$ cat src/hw/rtl/ssw_pkg.sv
`default_nettype none

package ssw_pkg;

  // result kinds
  typedef enum logic [1:0] {
    KIND_CHAR  = 2'd0,
    KIND_BREAK = 2'd1,
    KIND_SENT  = 2'd2
  } kind_t;

  // characters the scanner reacts to
  localparam logic [7:0] CH_SPACE = 8'h20;
  localparam logic [7:0] CH_BANG  = 8'h21;
  localparam logic [7:0] CH_QUOTE = 8'h22;
  localparam logic [7:0] CH_LPAR  = 8'h28;
  localparam logic [7:0] CH_RPAR  = 8'h29;
  localparam logic [7:0] CH_COMMA = 8'h2C;
  localparam logic [7:0] CH_DOT   = 8'h2E;
  localparam logic [7:0] CH_QUEST = 8'h3F;
  localparam logic [7:0] CH_UP_A  = 8'h41;
  localparam logic [7:0] CH_UP_Z  = 8'h5A;
  localparam logic [7:0] CASE_OFS = 8'h20;

  localparam logic [15:0] CNT_MAX = 16'hFFFF;

  // most result words one character can release
  localparam int unsigned MAX_RES = 3;

  // scanner state carried from one decision to the next
  typedef struct packed {
    logic        skip;
    logic        drun;
    logic [15:0] cnt;
    logic [7:0]  p0;
    logic [7:0]  p1;
  } st_t;

  // one result word
  typedef struct packed {
    logic [7:0]  ch;
    kind_t       kind;
    logic [15:0] cnt;
  } res_t;

  function automatic logic is_up(input logic [7:0] c);
    return (c >= CH_UP_A) && (c <= CH_UP_Z);
  endfunction

  function automatic logic is_delim(input logic [7:0] c);
    return (c == CH_SPACE) || (c == CH_BANG) || (c == CH_QUEST) ||
           (c == CH_COMMA) || (c == CH_LPAR) || (c == CH_RPAR);
  endfunction

endpackage

`default_nettype wire

$ cat src/hw/rtl/ssw_decide.sv
`default_nettype none

// Decision for one character with up to two characters of look-ahead.
module ssw_decide (
  input  wire logic         en,
  input  wire logic [7:0]   c,
  input  wire logic         has1,
  input  wire logic [7:0]   n1,
  input  wire logic         has2,
  input  wire logic [7:0]   n2,
  input  wire ssw_pkg::st_t st_i,
  output ssw_pkg::st_t      st_o,
  output logic              res_v,
  output ssw_pkg::res_t     res
);

  logic [15:0] cnt_inc;

  // saturating sentence count
  assign cnt_inc = (st_i.cnt == ssw_pkg::CNT_MAX) ? st_i.cnt : st_i.cnt + 16'd1;

  always_comb begin
    st_o     = st_i;
    res_v    = 1'b0;
    res.ch   = 8'd0;
    res.kind = ssw_pkg::KIND_CHAR;
    res.cnt  = st_i.cnt;
    if (en) begin
      if (st_i.skip) begin
        st_o.skip = 1'b0;
      end else if (c == ssw_pkg::CH_DOT) begin
        if (!has1) begin
          st_o.cnt  = cnt_inc;
          st_o.drun = 1'b0;
          res_v     = 1'b1;
          res.kind  = ssw_pkg::KIND_SENT;
          res.cnt   = cnt_inc;
        end else if (n1 == ssw_pkg::CH_SPACE) begin
          // single capital after a space: initial, not a sentence end
          if (!(ssw_pkg::is_up(st_i.p0) && st_i.p1 == ssw_pkg::CH_SPACE) &&
              has2 && ssw_pkg::is_up(n2)) begin
            st_o.cnt  = cnt_inc;
            st_o.drun = 1'b0;
            res_v     = 1'b1;
            res.kind  = ssw_pkg::KIND_SENT;
            res.cnt   = cnt_inc;
          end else begin
            res_v  = 1'b1;
            res.ch = ssw_pkg::CH_DOT;
          end
          st_o.skip = 1'b1;
        end else begin
          res_v     = 1'b1;
          res.ch    = ssw_pkg::CH_DOT;
          st_o.drun = 1'b0;
        end
      end else if (c == ssw_pkg::CH_QUOTE) begin
        // quotes are dropped
      end else if (ssw_pkg::is_delim(c)) begin
        if (!st_i.drun) begin
          res_v     = 1'b1;
          res.kind  = ssw_pkg::KIND_BREAK;
          st_o.drun = 1'b1;
        end
      end else begin
        res_v     = 1'b1;
        res.ch    = ssw_pkg::is_up(c) ? c + ssw_pkg::CASE_OFS : c;
        st_o.drun = 1'b0;
      end
      st_o.p1 = st_i.p0;
      st_o.p0 = c;
    end
  end

endmodule

`default_nettype wire

$ cat src/hw/rtl/ssw_core.sv
`default_nettype none

// Look-ahead window, scanner state and the three decision slots.
module ssw_core (
  input  wire logic                clk,
  input  wire logic                rst_n,
  input  wire logic                go,
  input  wire logic [7:0]          ch,
  input  wire logic                le,
  output ssw_pkg::res_t [2:0]      res,
  output logic          [1:0]      res_n
);

  ssw_pkg::st_t st_r, st_nxt;
  logic [7:0]   pc0_r, pc0_nxt, pc1_r, pc1_nxt;
  logic         pv0_r, pv0_nxt, pv1_r, pv1_nxt;

  logic [7:0]   lst [3];
  logic [1:0]   m;
  logic [2:0]   en;
  logic [2:0]   has1;
  logic [2:0]   has2;
  ssw_pkg::st_t st_c [4];
  logic [2:0]   rv;
  ssw_pkg::res_t rr [3];

  // character list: pending characters then the new one
  always_comb begin
    lst[0] = ch;
    lst[1] = 8'd0;
    lst[2] = 8'd0;
    m      = 2'd1;
    if (pv0_r) begin
      lst[0] = pc0_r;
      if (pv1_r) begin
        lst[1] = pc1_r;
        lst[2] = ch;
        m      = 2'd3;
      end else begin
        lst[1] = ch;
        m      = 2'd2;
      end
    end
    for (int k = 0; k < 3; k++) begin
      has1[k] = (k + 1) < int'(m);
      has2[k] = (k + 2) < int'(m);
      if (le) begin
        en[k] = k < int'(m);
      end else begin
        en[k] = (k == 0) && (m == 2'd3);
      end
    end
  end

  assign st_c[0] = st_r;

  for (genvar k = 0; k < 3; k++) begin : g_slot
    logic [7:0] n1_k, n2_k;
    assign n1_k = (k + 1 < 3) ? lst[(k + 1) % 3] : 8'd0;
    assign n2_k = (k + 2 < 3) ? lst[(k + 2) % 3] : 8'd0;
    ssw_decide u_dec (
      .en   (en[k]),
      .c    (lst[k]),
      .has1 (has1[k]),
      .n1   (n1_k),
      .has2 (has2[k]),
      .n2   (n2_k),
      .st_i (st_c[k]),
      .st_o (st_c[k + 1]),
      .res_v(rv[k]),
      .res  (rr[k])
    );
  end

  // pack emitted words to the front, in order
  always_comb begin
    logic [1:0] pos;
    pos = 2'd0;
    res = '0;
    for (int k = 0; k < 3; k++) begin
      if (rv[k]) begin
        res[pos] = rr[k];
        pos      = pos + 2'd1;
      end
    end
    res_n = pos;
  end

  // next state: window shift, or line-end flush
  always_comb begin
    st_nxt  = st_r;
    pc0_nxt = pc0_r;
    pc1_nxt = pc1_r;
    pv0_nxt = pv0_r;
    pv1_nxt = pv1_r;
    if (go) begin
      st_nxt = st_c[3];
      if (le) begin
        pv0_nxt     = 1'b0;
        pv1_nxt     = 1'b0;
        st_nxt.p0   = 8'd0;
        st_nxt.p1   = 8'd0;
        st_nxt.skip = 1'b0;
      end else if (pv0_r && pv1_r) begin
        pc0_nxt = pc1_r;
        pc1_nxt = ch;
      end else if (pv0_r) begin
        pc1_nxt = ch;
        pv1_nxt = 1'b1;
      end else begin
        pc0_nxt = ch;
        pv0_nxt = 1'b1;
        pv1_nxt = 1'b0;
      end
    end
  end

  always_ff @(posedge clk) begin
    if (!rst_n) begin
      st_r  <= '0;
      pv0_r <= 1'b0;
      pv1_r <= 1'b0;
    end else begin
      st_r  <= st_nxt;
      pv0_r <= pv0_nxt;
      pv1_r <= pv1_nxt;
    end
  end

  always_ff @(posedge clk) begin
    pc0_r <= pc0_nxt;
    pc1_r <= pc1_nxt;
  end

endmodule

`default_nettype wire

$ cat src/hw/rtl/ssw_outbuf.sv
`default_nettype none

// Result buffer: holds the words of one character and hands them out one by one.
module ssw_outbuf (
  input  wire logic                clk,
  input  wire logic                rst_n,
  input  wire logic                ld,
  input  wire ssw_pkg::res_t [2:0] ld_res,
  input  wire logic [1:0]          ld_n,
  output logic                     free,
  output logic                     out_valid,
  input  wire logic                out_ready,
  output logic [7:0]               out_char,
  output logic [1:0]               out_kind,
  output logic [15:0]              out_sentences_seen,
  output logic                     out_last
);

  ssw_pkg::res_t [2:0] slot_r, slot_nxt;
  logic [1:0]          n_r, n_nxt;
  logic [1:0]          rd_r, rd_nxt;
  logic                take;

  assign out_valid          = n_r != 2'd0;
  assign out_last           = rd_r == n_r - 2'd1;
  assign out_char           = slot_r[rd_r].ch;
  assign out_kind           = slot_r[rd_r].kind;
  assign out_sentences_seen = slot_r[rd_r].cnt;

  assign take = out_valid && out_ready;
  assign free = !out_valid || (take && out_last);

  always_comb begin
    slot_nxt = slot_r;
    n_nxt    = n_r;
    rd_nxt   = rd_r;
    if (ld) begin
      slot_nxt = ld_res;
      n_nxt    = ld_n;
      rd_nxt   = 2'd0;
    end else if (take) begin
      if (out_last) begin
        n_nxt  = 2'd0;
        rd_nxt = 2'd0;
      end else begin
        rd_nxt = rd_r + 2'd1;
      end
    end
  end

  always_ff @(posedge clk) begin
    if (!rst_n) begin
      n_r  <= 2'd0;
      rd_r <= 2'd0;
    end else begin
      n_r  <= n_nxt;
      rd_r <= rd_nxt;
    end
  end

  always_ff @(posedge clk) begin
    slot_r <= slot_nxt;
  end

endmodule

`default_nettype wire

$ cat src/hw/rtl/sentence_split_word_tokenizer_top.sv
`default_nettype none

// Sentence-splitting word tokenizer. One text byte per input word, with
// in_line_end on the last byte of a line; out words are lowercased token
// bytes, token breaks and sentence breaks, each carrying the running
// sentence count. Decisions need two bytes of look-ahead, so a byte's words
// come out when later bytes arrive, and a line end flushes the window.
// Rate: one input word per cycle while each byte releases at most one result
// word and the output is not stalled; a byte that releases two or three (only
// possible at a line end) holds the input until the result buffer has drained,
// one word per cycle while out_ready is high. From input accept, the first
// result word passes through the input register, then the result buffer.
module sentence_split_word_tokenizer_top (
  input  wire logic        clk,
  input  wire logic        rst_n,
  input  wire logic        in_valid,
  output logic             in_ready,
  input  wire logic [7:0]  in_ch,
  input  wire logic        in_line_end,
  output logic             out_valid,
  input  wire logic        out_ready,
  output logic [7:0]       out_char,
  output logic [1:0]       out_kind,
  output logic [15:0]      out_sentences_seen,
  output logic             out_last
);

  logic                s1_v_r, s1_v_nxt;
  logic [7:0]          s1_ch_r;
  logic                s1_le_r;
  logic                free;
  logic                go;
  logic                in_take;
  ssw_pkg::res_t [2:0] res;
  logic [1:0]          res_n;

  // input register advances into the result buffer when it can take a word set
  assign go       = s1_v_r && free;
  assign in_ready = !s1_v_r || free;
  assign in_take  = in_valid && in_ready;

  always_comb begin
    s1_v_nxt = s1_v_r;
    if (in_take) begin
      s1_v_nxt = 1'b1;
    end else if (go) begin
      s1_v_nxt = 1'b0;
    end
  end

  always_ff @(posedge clk) begin
    if (!rst_n) begin
      s1_v_r <= 1'b0;
    end else begin
      s1_v_r <= s1_v_nxt;
    end
  end

  always_ff @(posedge clk) begin
    if (in_take) begin
      s1_ch_r <= in_ch;
      s1_le_r <= in_line_end;
    end
  end

  ssw_core u_core (
    .clk  (clk),
    .rst_n(rst_n),
    .go   (go),
    .ch   (s1_ch_r),
    .le   (s1_le_r),
    .res  (res),
    .res_n(res_n)
  );

  ssw_outbuf u_obuf (
    .clk               (clk),
    .rst_n             (rst_n),
    .ld                (go),
    .ld_res            (res),
    .ld_n              (res_n),
    .free              (free),
    .out_valid         (out_valid),
    .out_ready         (out_ready),
    .out_char          (out_char),
    .out_kind          (out_kind),
    .out_sentences_seen(out_sentences_seen),
    .out_last          (out_last)
  );

endmodule

`default_nettype wire

$ cat config.mk
export PLATFORM = sky130hd
export DESIGN_NAME = sentence_split_word_tokenizer_top
export DESIGN_NICKNAME = d
export VERILOG_FILES = /design/src/hw/rtl/ssw_pkg.sv /design/src/hw/rtl/ssw_decide.sv /design/src/hw/rtl/ssw_core.sv /design/src/hw/rtl/ssw_outbuf.sv /design/src/hw/rtl/sentence_split_word_tokenizer_top.sv
export SDC_FILE = /design/constraint.sdc
export NUM_CORES = 1
export LEC_CHECK = 0
export BUFFER_PORTS_ARGS = -buffer_cell sky130_fd_sc_hd__buf_2
export CORE_MARGIN = 1.5
export CORE_UTILIZATION = 45
export CTS_BUF_LIST = sky130_fd_sc_hd__clkbuf_4 sky130_fd_sc_hd__clkbuf_8
export DETAILED_ROUTE_END_ITERATION = 8
export PLACE_DENSITY = 0.73
export SYNTH_ARGS = -nofsm -noshare
export SYNTH_HDL_FRONTEND = slang
export SYNTH_SLANG_ARGS = --single-unit
$ cat constraint.sdc
create_clock -name clk -period 7.73 [get_ports clk]
set_clock_uncertainty 0.1 [all_clocks]
set_input_delay 0.3865 -clock clk [delete_from_list [all_inputs] [get_ports clk]]
set_output_delay 0.3865 -clock clk [all_outputs]
set_load 0.05 [all_outputs]
==> flow_summary.json <==
{
  "worst-path-max-fanout": 20,
  "route.detailed.drc": 0,
  "synth_seq_area_share_pct": 41.1,
  "io_pins": 42,
  "diodes": 0,
  "synth-seq-cells": 144,
  "r2r_cells": 21,
  "detail-route-antenna-nets": 0,
  "first_pass_iters": 6,
  "num_vias": 8878,
  "tritoncts": "yes",
  "finalCritPeriodShare_pct": 93.7,
  "areaGrowthSynthToFinish_pct": 9.31,
  "drive_above_1_share_pct": 12.8,
  "die_h_um": 149,
  "critPathSlowestCell": "dfxtp_1",
  "slew_headroom_pct": 19.6,
  "power-per-cell-area_mw_per_mm2": 163,
  "mostFrequentLayoutCells": "nand2_1, nor2_1, edfxtp_1",
  "cts_sinks": 144,
  "cp_slowest_stage_delay_ns": 0.80,
  "worstPathArrival_ns": 7.30,
  "worstPathCellList": "nor3b_2, o211ai_1, or4_1, o21a_1, nor2_1, xnor2_1, inv_1, ha_1, nand2_1, or3_1, and2_1, nor3_2, nand3_1, and2_1, xnor2_1, ha_1, and3_1, nand3_1, a311oi_1, xor2_1, o22ai_1",
  "result_of_the_run": "finished clean",
  "finalWirelength_um": 27800,
  "critPathTopFamily": "simple AND/OR/NAND/NOR gates",
  "worst-setup-path-type": "flip-flop to flip-flop",
  "finalNetCount": 1139,
  "rsz_0062_raised_after_global_routing": "false",
  "ir_drop_uv": 101,
  "timing.hold.worst.class": "primary input to flip-flop",
  "start_util_pct": 45.6,
  "yosys_warnings": 0,
  "number_of_buffers_created_by_cts": 17,
  "synthesis.area_mm2": 0.00953,
  "drt-vias-per-instance": 6.32,
  "final_hold_viol_count": 0,
  "depth_of_the_critical_timing_path_with_buffers_and_inverters_included": 21,
  "setup.worst_path.start_class": "flip-flop",
  "synth-edff-count": 103,
  "gr-usage-all-layers_pct": 25.6,
  "asyncSetResetFlopFracSynth_pct": 0,
  "final_common_cell": "nand2_1",
  "holdPathStages": 3,
  "grt_antenna_before_repair": 0,
  "filler_cell_count": 1951,
  "finalSetupViolCount": 0,
  "final_sum_of_negative_setup_slack_ns": 0,
  "fin_crit_ns": 7.24,
  "fp.dieArea_mm2": 0.0221,
  "core_region_area_mm2": 0.0209,
  "drt-initial-drc-count": 1092,
  "port_buffers": 41,
  "fp.dieW_um": 149,
  "wire_length_of_the_first_global_routing_pass_um": 44200,
  "worst_slew_pin_slew_ns": 1.20,
  "route.detailed.wl_per_inst_um": 19.8,
  "global_route_congestion_overflow_total": 0,
  "placement_rows": 53,
  "clk_path_buf_depth": 2,
  "hold-worst-slack_ns": 0.0489,
  "critPathCaptureType": "flip-flop",
  "multiInputGateArea_mm2": 0.00528,
  "r2r_slack_ns": 0.49,
  "fmaxAchievable_mhz": 138,
  "crit_buf_inv": 1,
  "vias_in_the_first_global_route": 8206,
  "post_synth_inst_count": 1099,
  "sequential_cell_area_mm2": 0.00392,
  "power_leakage_nw": 3.33,
  "root_buffer": "clkbuf_8",
  "routabilityCongestion": 1.03,
  "critPathRequiredTime_ns": 7.79,
  "ctsHtreeMaxLevel": 4,
  "postSynthAreaPerCell_um2": 8.67,
  "cap_violations": 0,
  "yosysUniqueCellTypes": 89,
  "path_clk_slew_ns": 0.09,
  "ys.flop_type": "edfxtp_1",
  "report.final.slew_viol_count": 0,
  "clkLatencyLatePin_ns": 0.47,
  "grt_max_degree": 70,
  "synth_nets": 1121,
  "dp_hpwl_um": 20300
}
==> timing repair <==
item                                    4_1_cts  5_1_grt
gates resized for setup                       0        2
hold buffers                                  9        0
endpoints found under the setup margin        0        2
setup buffers                                 0        0
endpoints found under the hold margin         9        0
==> worst paths after layout <==
| kind | from | to |
|---|---|---|
| setup / recovery | u_core.pv1_r | u_obuf.slot_r[34] |
| hold / removal | in_valid | s1_v_r |
| setup reg to reg | u_core.pv1_r | u_obuf.slot_r[34] |
| hold reg to reg | u_obuf.n_r[1] | u_obuf.n_r[1] |
==> Yosys cell counts, types with 9 or more instances <==
| master | count | area share (%) |
|---|---|---|
| nor2_1 | 116 | 4.6 |
| nand3_1 | 43 | 2.3 |
| o21ai_1 | 9 | 0.47 |
| mux2_2 | 13 | 1.5 |
| ha_1 | 9 | 1.2 |
| a22oi_1 | 15 | 1.2 |
| clkbuf_1 | 50 | 2.0 |
| xnor2_1 | 18 | 1.7 |
| o21ai_0 | 85 | 4.5 |
| or3_1 | 14 | 0.92 |
| a31oi_1 | 18 | 1.2 |
| inv_1 | 19 | 0.75 |
| a211oi_1 | 13 | 1.0 |
| and2_1 | 19 | 1.2 |
| o31ai_1 | 10 | 0.79 |
| o22ai_1 | 20 | 1.3 |
| and3_1 | 20 | 1.3 |
| nor4_1 | 13 | 0.85 |
| mux2i_1 | 42 | 4.4 |
| nand2_1 | 150 | 5.9 |
| nand4_1 | 10 | 0.66 |
| dfxtp_1 | 41 | 8.6 |
| o211ai_1 | 9 | 0.71 |
| nand2b_1 | 15 | 0.98 |
| nor3_1 | 30 | 1.6 |
| edfxtp_1 | 103 | 32 |
| a21oi_1 | 59 | 3.1 |
==> state kept, by name, indices dropped and copies added, names as in the netlist, 2 cells and up <==
register       count
u_core.pc0_r       8
u_obuf.n_r         2
s1_ch_r            8
u_obuf.slot_r     78
u_obuf.rd_r        2
u_core.st_c       34
u_core.pc1_r       8
==> worst register-to-register path, cell delays in order (launching register included) <==
cell	delay (ns)
dfxtp_1	0.80
nor3b_2	0.31
o211ai_1	0.18
or4_1	0.63
o21a_1	0.25
nor2_1	0.28
xnor2_1	0.22
inv_1	0.12
ha_1	0.25
nand2_1	0.06
or3_1	0.37
and2_1	0.22
nor3_2	0.36
nand3_1	0.42
and2_1	0.32
xnor2_1	0.33
ha_1	0.28
and3_1	0.33
nand3_1	0.27
a311oi_1	0.37
xor2_1	0.31
o22ai_1	0.16
==> per-stage QoR <==
stage / utilization, % / power [W] / instance area [µm²] / worst slack (ns) / std cells
finish: 49.9 / 0.00169 / 10400 / 0.487 / 1404
global route: 49.9 / 0.00175 / 10400 / 0.00442 / 1404
CTS: 49.9 / 0.00170 / 10400 / 0.523 / 1404
detailed placement: 47.6 / 0.00110 / 9930 / 0.577 / 1364
global placement: 47.6 / 0.00109 / 9930 / 0.834 / 1364
floorplan: - / 0.00104 / 9530 / 1.35 / 1099
==> area by class of cell <==
type                            count  area share (%)
Timing Repair Buffer               65            3.92
Multi-Input combinational cell    867            50.6
Clock inverter                     14            1.50
Tap cell                          275            3.30
Clock buffer                       17            2.25
Sequential cell                   144            37.6
Inverter                           22           0.805
==> where the power goes <==
group / internal (W) / switching (W) / leakage, nW
clock network: 0.000290 / 0.000314 / 0.191
logic: 0.0000610 / 0.000141 / 1.83
registers: 0.000857 / 0.0000311 / 1.31
==> kinds of logic after synthesis <==
| kind of cell | Yosys count | synth area share (%) |
|---|---|---|
| multiplexers | 55 | 5.95 |
| buffers and inverters | 88 | 3.69 |
| XOR/XNOR | 25 | 2.38 |
| AND/OR/NAND/NOR | 471 | 24.1 |
| flip-flops | 144 | 41.1 |
| AO/OA/AOI/OAI | 307 | 21.6 |
| adder cells (fa/ha/maj) | 9 | 1.18 |
==> metal layers <==
layer | global-route usage [%] | vias to the layer above | share of wire, %
li1 | - | 4145 | -
met1 | 36.2 | 4193 | 44
met2 | 39.0 | 470 | 44
met3 | 4.66 | 70 | 9.0
met4 | 9.26 | 0 | 2.8
met5 | 0 | - | 0
Power figures use the tool's default switching activity.
